===== src/rtl/core/srcore_pkg.sv =====
// ----------------------------------------------------------------------------
// srcore_pkg
// Shared types and constants for the small processor core: field widths,
// command and opcode codes, and the control/status bundles between the
// controller and the datapath.
// ----------------------------------------------------------------------------
package srcore_pkg;

  // Memory depth is 2**MEM_ADDR_BITS words (legal range 8..16)
  localparam int MEM_ADDR_BITS = 16;
  localparam int ADDR_W        = 16;
  localparam int WORD_W        = 32;
  localparam int PC_W          = 16;
  localparam int REG_IDX_W     = 3;
  localparam int IMM_W         = 16;
  localparam int SHAMT_W       = 5;

  // Register that collects the address of a taken jump itself
  localparam logic [REG_IDX_W-1:0] LINK_REG = 3'd7;
  // Source register number that selects the immediate
  localparam logic [REG_IDX_W-1:0] IMM_SRC  = 3'd1;

  typedef logic [MEM_ADDR_BITS-1:0] mem_addr_t;

  // Request commands
  typedef enum logic [1:0] {
    CMD_WRITE = 2'd0,
    CMD_READ  = 2'd1,
    CMD_EXEC  = 2'd2
  } cmd_code_t;

  // Instruction opcodes
  typedef enum logic [4:0] {
    OP_ADD  = 5'd0,
    OP_SUB  = 5'd1,
    OP_SHL  = 5'd2,
    OP_SRA  = 5'd3,
    OP_AND  = 5'd4,
    OP_OR   = 5'd5,
    OP_XOR  = 5'd6,
    OP_LHI  = 5'd7,
    OP_LOAD = 5'd8,
    OP_STR  = 5'd9,
    OP_JLT  = 5'd16,
    OP_JLE  = 5'd17,
    OP_JEQ  = 5'd18,
    OP_JNE  = 5'd19,
    OP_JIN  = 5'd20,
    OP_HALT = 5'd24
  } opcode_t;

  // Controller to datapath strobes
  typedef struct packed {
    logic clear;     // write zero at the clearing pointer and advance it
    logic accept;    // request taken this cycle
    logic decode;    // latch instruction, read register file
    logic exec;      // execute the latched instruction
    logic load_wb;   // write load data to the destination register
    logic out_load;  // load the result register
  } ctl_cmd_t;

  // Datapath to controller status
  typedef struct packed {
    logic clr_last;  // clearing pointer at the last word
    logic halted;    // halt flag
    logic op_load;   // latched instruction is a load
  } dp_sts_t;

endpackage


===== src/rtl/core/srcore_ctrl.sv =====
// ----------------------------------------------------------------------------
// srcore_ctrl
// Controller: memory clearing pass after reset, request acceptance, the
// decode/execute/load sequence and the result handshake.
// ----------------------------------------------------------------------------
module srcore_ctrl (
  input  logic                 clk,
  input  logic                 rst_n,
  input  logic                 in_valid,
  output logic                 in_stall,
  input  logic [1:0]           in_command,
  output logic                 out_valid,
  input  logic                 out_stall,
  output srcore_pkg::ctl_cmd_t cmd,
  input  srcore_pkg::dp_sts_t  sts
);
  import srcore_pkg::*;

  typedef enum logic [2:0] {
    ST_CLEAR,
    ST_IDLE,
    ST_DECODE,
    ST_EXEC,
    ST_LOADWB,
    ST_RESULT
  } state_t;

  state_t state_r, state_nxt;
  logic   out_valid_r, out_valid_nxt;
  logic   slot_free;

  assign slot_free = !out_valid_r || !out_stall;
  assign in_stall  = (state_r != ST_IDLE);
  assign out_valid = out_valid_r;

  // Decode strobes and next state
  always_comb begin
    cmd           = '0;
    state_nxt     = state_r;
    out_valid_nxt = out_valid_r && out_stall;
    case (state_r)
      ST_CLEAR: begin
        cmd.clear = 1'b1;
        if (sts.clr_last) begin
          state_nxt = ST_IDLE;
        end
      end
      ST_IDLE: begin
        if (in_valid) begin
          cmd.accept = 1'b1;
          if (in_command == CMD_EXEC && !sts.halted) begin
            state_nxt = ST_DECODE;
          end else begin
            state_nxt = ST_RESULT;
          end
        end
      end
      ST_DECODE: begin
        cmd.decode = 1'b1;
        state_nxt  = ST_EXEC;
      end
      ST_EXEC: begin
        cmd.exec  = 1'b1;
        state_nxt = sts.op_load ? ST_LOADWB : ST_RESULT;
      end
      ST_LOADWB: begin
        cmd.load_wb = 1'b1;
        state_nxt   = ST_RESULT;
      end
      ST_RESULT: begin
        if (slot_free) begin
          cmd.out_load  = 1'b1;
          out_valid_nxt = 1'b1;
          state_nxt     = ST_IDLE;
        end
      end
      default: begin
        state_nxt = ST_IDLE;
      end
    endcase
  end

  // Hold state and the result valid flag
  always_ff @(posedge clk) begin
    if (!rst_n) begin
      state_r     <= ST_CLEAR;
      out_valid_r <= 1'b0;
    end else begin
      state_r     <= state_nxt;
      out_valid_r <= out_valid_nxt;
    end
  end

endmodule


===== config.mk =====
export PLATFORM = sky130hd
export DESIGN_NAME = srcore_ctrl
export DESIGN_NICKNAME = d
export VERILOG_FILES = /design/src/rtl/core/srcore_pkg.sv /design/src/rtl/core/srcore_ctrl.sv
export SDC_FILE = /design/constraint.sdc
export NUM_CORES = 1
export LEC_CHECK = 0
export CAP_MARGIN = 20
export CELL_PAD_IN_SITES_DETAIL_PLACEMENT = 1
export CELL_PAD_IN_SITES_GLOBAL_PLACEMENT = 1
export CORE_AREA = 2 2 39 41
export DETAILED_ROUTE_END_ITERATION = 6
export DIE_AREA = 0 0 41 43
export DONT_BUFFER_PORTS = 1
export GPL_TIMING_DRIVEN = 0
export PLACE_DENSITY_LB_ADDON = 0.1
export SLEW_MARGIN = 15
export SYNTH_ARGS = -nofsm -noshare
export SYNTH_HDL_FRONTEND = slang
export SYNTH_SLANG_ARGS = --single-unit
export TNS_END_PERCENT = 5

===== constraint.sdc =====
create_clock -name clk -period 3.3 [get_ports clk]
set_input_delay 0.165 -clock clk [delete_from_list [all_inputs] [get_ports clk]]
set_output_delay 0.165 -clock clk [all_outputs]
set_load 0.05 [all_outputs]

==> metrics.md <==
| Metric | Value |
|---|---|
| CP startpoint kind | `flop` |
| All-layer global routing usage | `about a tenth` |
| Drt total wl | `around 730 um` |
| R2R setup slack | `around 1700 ps` |
| Leakage power | `between 0.1 and 0.15 nW` |
| Maximum fanout along the worst path | `8` |
| Seq/Total Area, Yosys | `between 30% and 40%` |
| Worst min path class | `in -> reg` |
| Worst flop-to-flop path startpoint | `state_r[0]$_SDFFE_PN0P_` |
| CP Capture Type | `primary output` |
| Gr ovfl total | `0` |
| Worst path arrival time | `about 2200 ps` |
| Nets@finish | `46` |
| DRT iter0 DRCs | `0` |
| Power per Cell Area | `482 nW/um^2` |
| Via/cell ratio | `a little over 5` |
| CP required | `around 3100 ps` |
| Die height | `43 um` |
| Largest area contributor in the netlist | `dfxtp_1` |
| Port Buf Inserts | `0` |
| Syn_nets | `39` |
| Vias | `around 260` |
| Crit path to | `cmd[4]` |
| Root Buffer | `clkbuf_4` |
| Setup TNS | `0 ps` |
| Critical-path cell list | `nor2b_1, nand2_1, nor2_1` |
| Unrepaired setup endpoints after global routing | `no` |
| Synthesis-stage register bit count | `4` |
| Largest net degree at the start of global routing | `10` |
| Unique masters post-synth | `20` |
| Worst Tran Pin Value | `roughly 1000 ps` |
| Slew headroom | `31.9%` |
| CP top delay family | `simple AND/OR/NAND/NOR gates` |
| Post-synth ARST share | `0%` |
| Drt wl/cell | `roughly 14 um` |
| Fill count | `170` |
| CTS buffer count | `3` |
| Met2 Use GR | `15.9%` |
| Critical path's largest stage delay | `roughly 800 ps` |
| Post-CTS resize count | `0` |
| Met3 Resource Use GR | `less than 1%` |
| Yosys warns | `0` |
| Synthesized area | `between 200 and 300 um^2` |
| First-pass GRT wire length | `1140 um` |
| Max-slew violation count | `0` |
| Final Wtd Congestion | `slightly above 0.6` |
| Placement Rows | `14` |
| List of most frequent post-synthesis cells | `dfxtp_1 (4), nand2_1 (4), a21oi_1 (3), inv_1 (2), nor3_1 (2)` |
| Yosys top cell area share | `around 30%` |
| Drc violations | `0` |
| F_max | `between 400 and 500 MHz` |
| Clock Tree Buf Depth | `2` |
| Post-route ant nets | `0` |
| Busiest layer in global routing | `met2` |
| First-pass DRT Iterations | `1` |
| Initial antenna violation count | `0` |
| CORE AREA | `about 1400 um^2` |
| Post-route setup slack | `between 900 and 1000 ps` |
| Die width | `approximately 41 um` |
| Max-cap violations | `0` |
| Crit path time final | `approximately 2400 ps` |
| Final worst clock skew | `4.46 ps` |
| Initial core utilization | `18.8%` |
| Final worst path period share | `71.6%` |
| Worst reg2reg path depth | `4` |
| H-tree levels | `1` |
| HPWL Detailed | `~590 um` |
| Area delta synth->final | `26.4%` |
| Worst path buffer plus inverter count | `0` |
| CTS tree | `built` |
| Post-Syn Instances | `30` |
| Hold buffers post-CTS | `0` |
| # setup viols final | `0` |
| Skew-Pair Late Insertion Delay | `230 ps` |
| Setup Crit Path Kind | `reg -> out` |
| Post-CTS Repair Setup Buffers | `0` |
| I/O pin cnt | `17` |
| GRT met1 Usage | `between 10 and 15%` |
| Synthesized area per cell | `8.68 um^2` |
| Max stage delay cell, worst path | `nor2_1` |
| Critical path origin | `state_r[0]$_SDFFE_PN0P_` |
| Number of synthesized flops with an enable pin | `0` |
| Worst flop-to-flop path endpoint | `state_r[2]$_SDFFE_PN0P_` |
| Area contributors post-synth | `dfxtp_1 (31%), a21oi_1 (5.8%), mux2_4 (5.8%)` |
| Ratio of cells with drive above 1 in the final layout | `about 40%` |
| Antenna cells | `0` |
| Status | `finished, final reports clean` |
| Final Hold Vio Count | `0` |
| Post-synth top flop | `dfxtp_1` |
| CP Depth | `3` |
| Vias in the first global route | `283` |
| Worst VDD drop | `0.0703 mV` |
| CTS sink count | `4` |
| Die area | `1760 um^2` |
| Pre-CTS setup slack | `between 1000 and 1500 ps` |
| Clock transition at path regs | `approximately 40 ps` |
==> power breakdown <==
part           leakage, nW  switching, mW  total, mW  internal, mW
sequential          0.0327        0.00739     0.0586        0.0513
combinational       0.0774         0.0290     0.0408        0.0118
clock               0.0138         0.0186     0.0591        0.0406
total                0.124         0.0550      0.159         0.104
==> cells by family (layout without fill, tap and decap cells) <==
kind of cell / after synthesis / in the layout / share of synthesized area [%]
simple gates: 16 / 16 / 42.8
buf+inv: 2 / 7 / 2.89
compound gates: 7 / 7 / 17.8
mux: 1 / 1 / 5.77
flops: 4 / 4 / 30.8
==> stage by stage <==
stage	util [%]	hold WS (ps)	cell area [um^2]	std cells	power (mW)
finish	23.8	70.0	329	51	0.159
global route	23.8	63.9	329	51	0.167
CTS	23.8	64.7	329	51	0.164
detailed placement	22.2	306	307	48	0.101
global placement	20.3	292	280	46	0.0963
floorplan	-	281	260	30	0.0922
==> how the worst min path moves through the flow <==
stage,slack (ps),cells past startpoint,startpoint,to
5_1_grt,60,1,rst_n,state_r[2]$_SDFFE_PN0P_
6_report,70,1,rst_n,state_r[2]$_SDFFE_PN0P_
2_1_floorplan,280,2,rst_n,state_r[0]$_SDFFE_PN0P_
3_5_place_dp,310,1,rst_n,state_r[2]$_SDFFE_PN0P_
4_1_cts,60,1,rst_n,state_r[2]$_SDFFE_PN0P_
3_3_place_gp,290,1,rst_n,state_r[2]$_SDFFE_PN0P_
==> per-layer routing <==
metal,up-vias,share of wire [%]
met5,-,0
met4,0,0
met3,0,6.3
met2,9,54
met1,128,39
li1,121,-
==> final cells by class <==
class                           count  area [um^2]  share of cell area (%)
Inverter                            2         7.51                    2.28
Timing Repair Buffer                2         11.3                    3.42
Sequential cell                     4         80.1                    24.3
Tap cell                           16         20.0                    6.08
Clock buffer                        3         22.5                    6.84
Multi-Input combinational cell     24          188                    57.0
==> sequential cells by signal, indices dropped and copies added (netlist names) <==
| register | count |
|---|---|
| out_valid | 1 |
| state_r | 3 |
==> cells in the final DEF (no fill, tap or decap), drive strengths merged <==
master and count:
a21oi 3, nor3b 1, a21boi 1, nand3b 1
or4b 2, o22ai 1, nor3 2, clkbuf 3
o21ai 1, nor2b 1, inv 2, o211ai 1
mux2 1, nand2 4, or4 1, buf 2
and2 2, nor4b 1, dfxtp 4, nor2 1
Note: power is estimated with default switching activity, not from simulation.
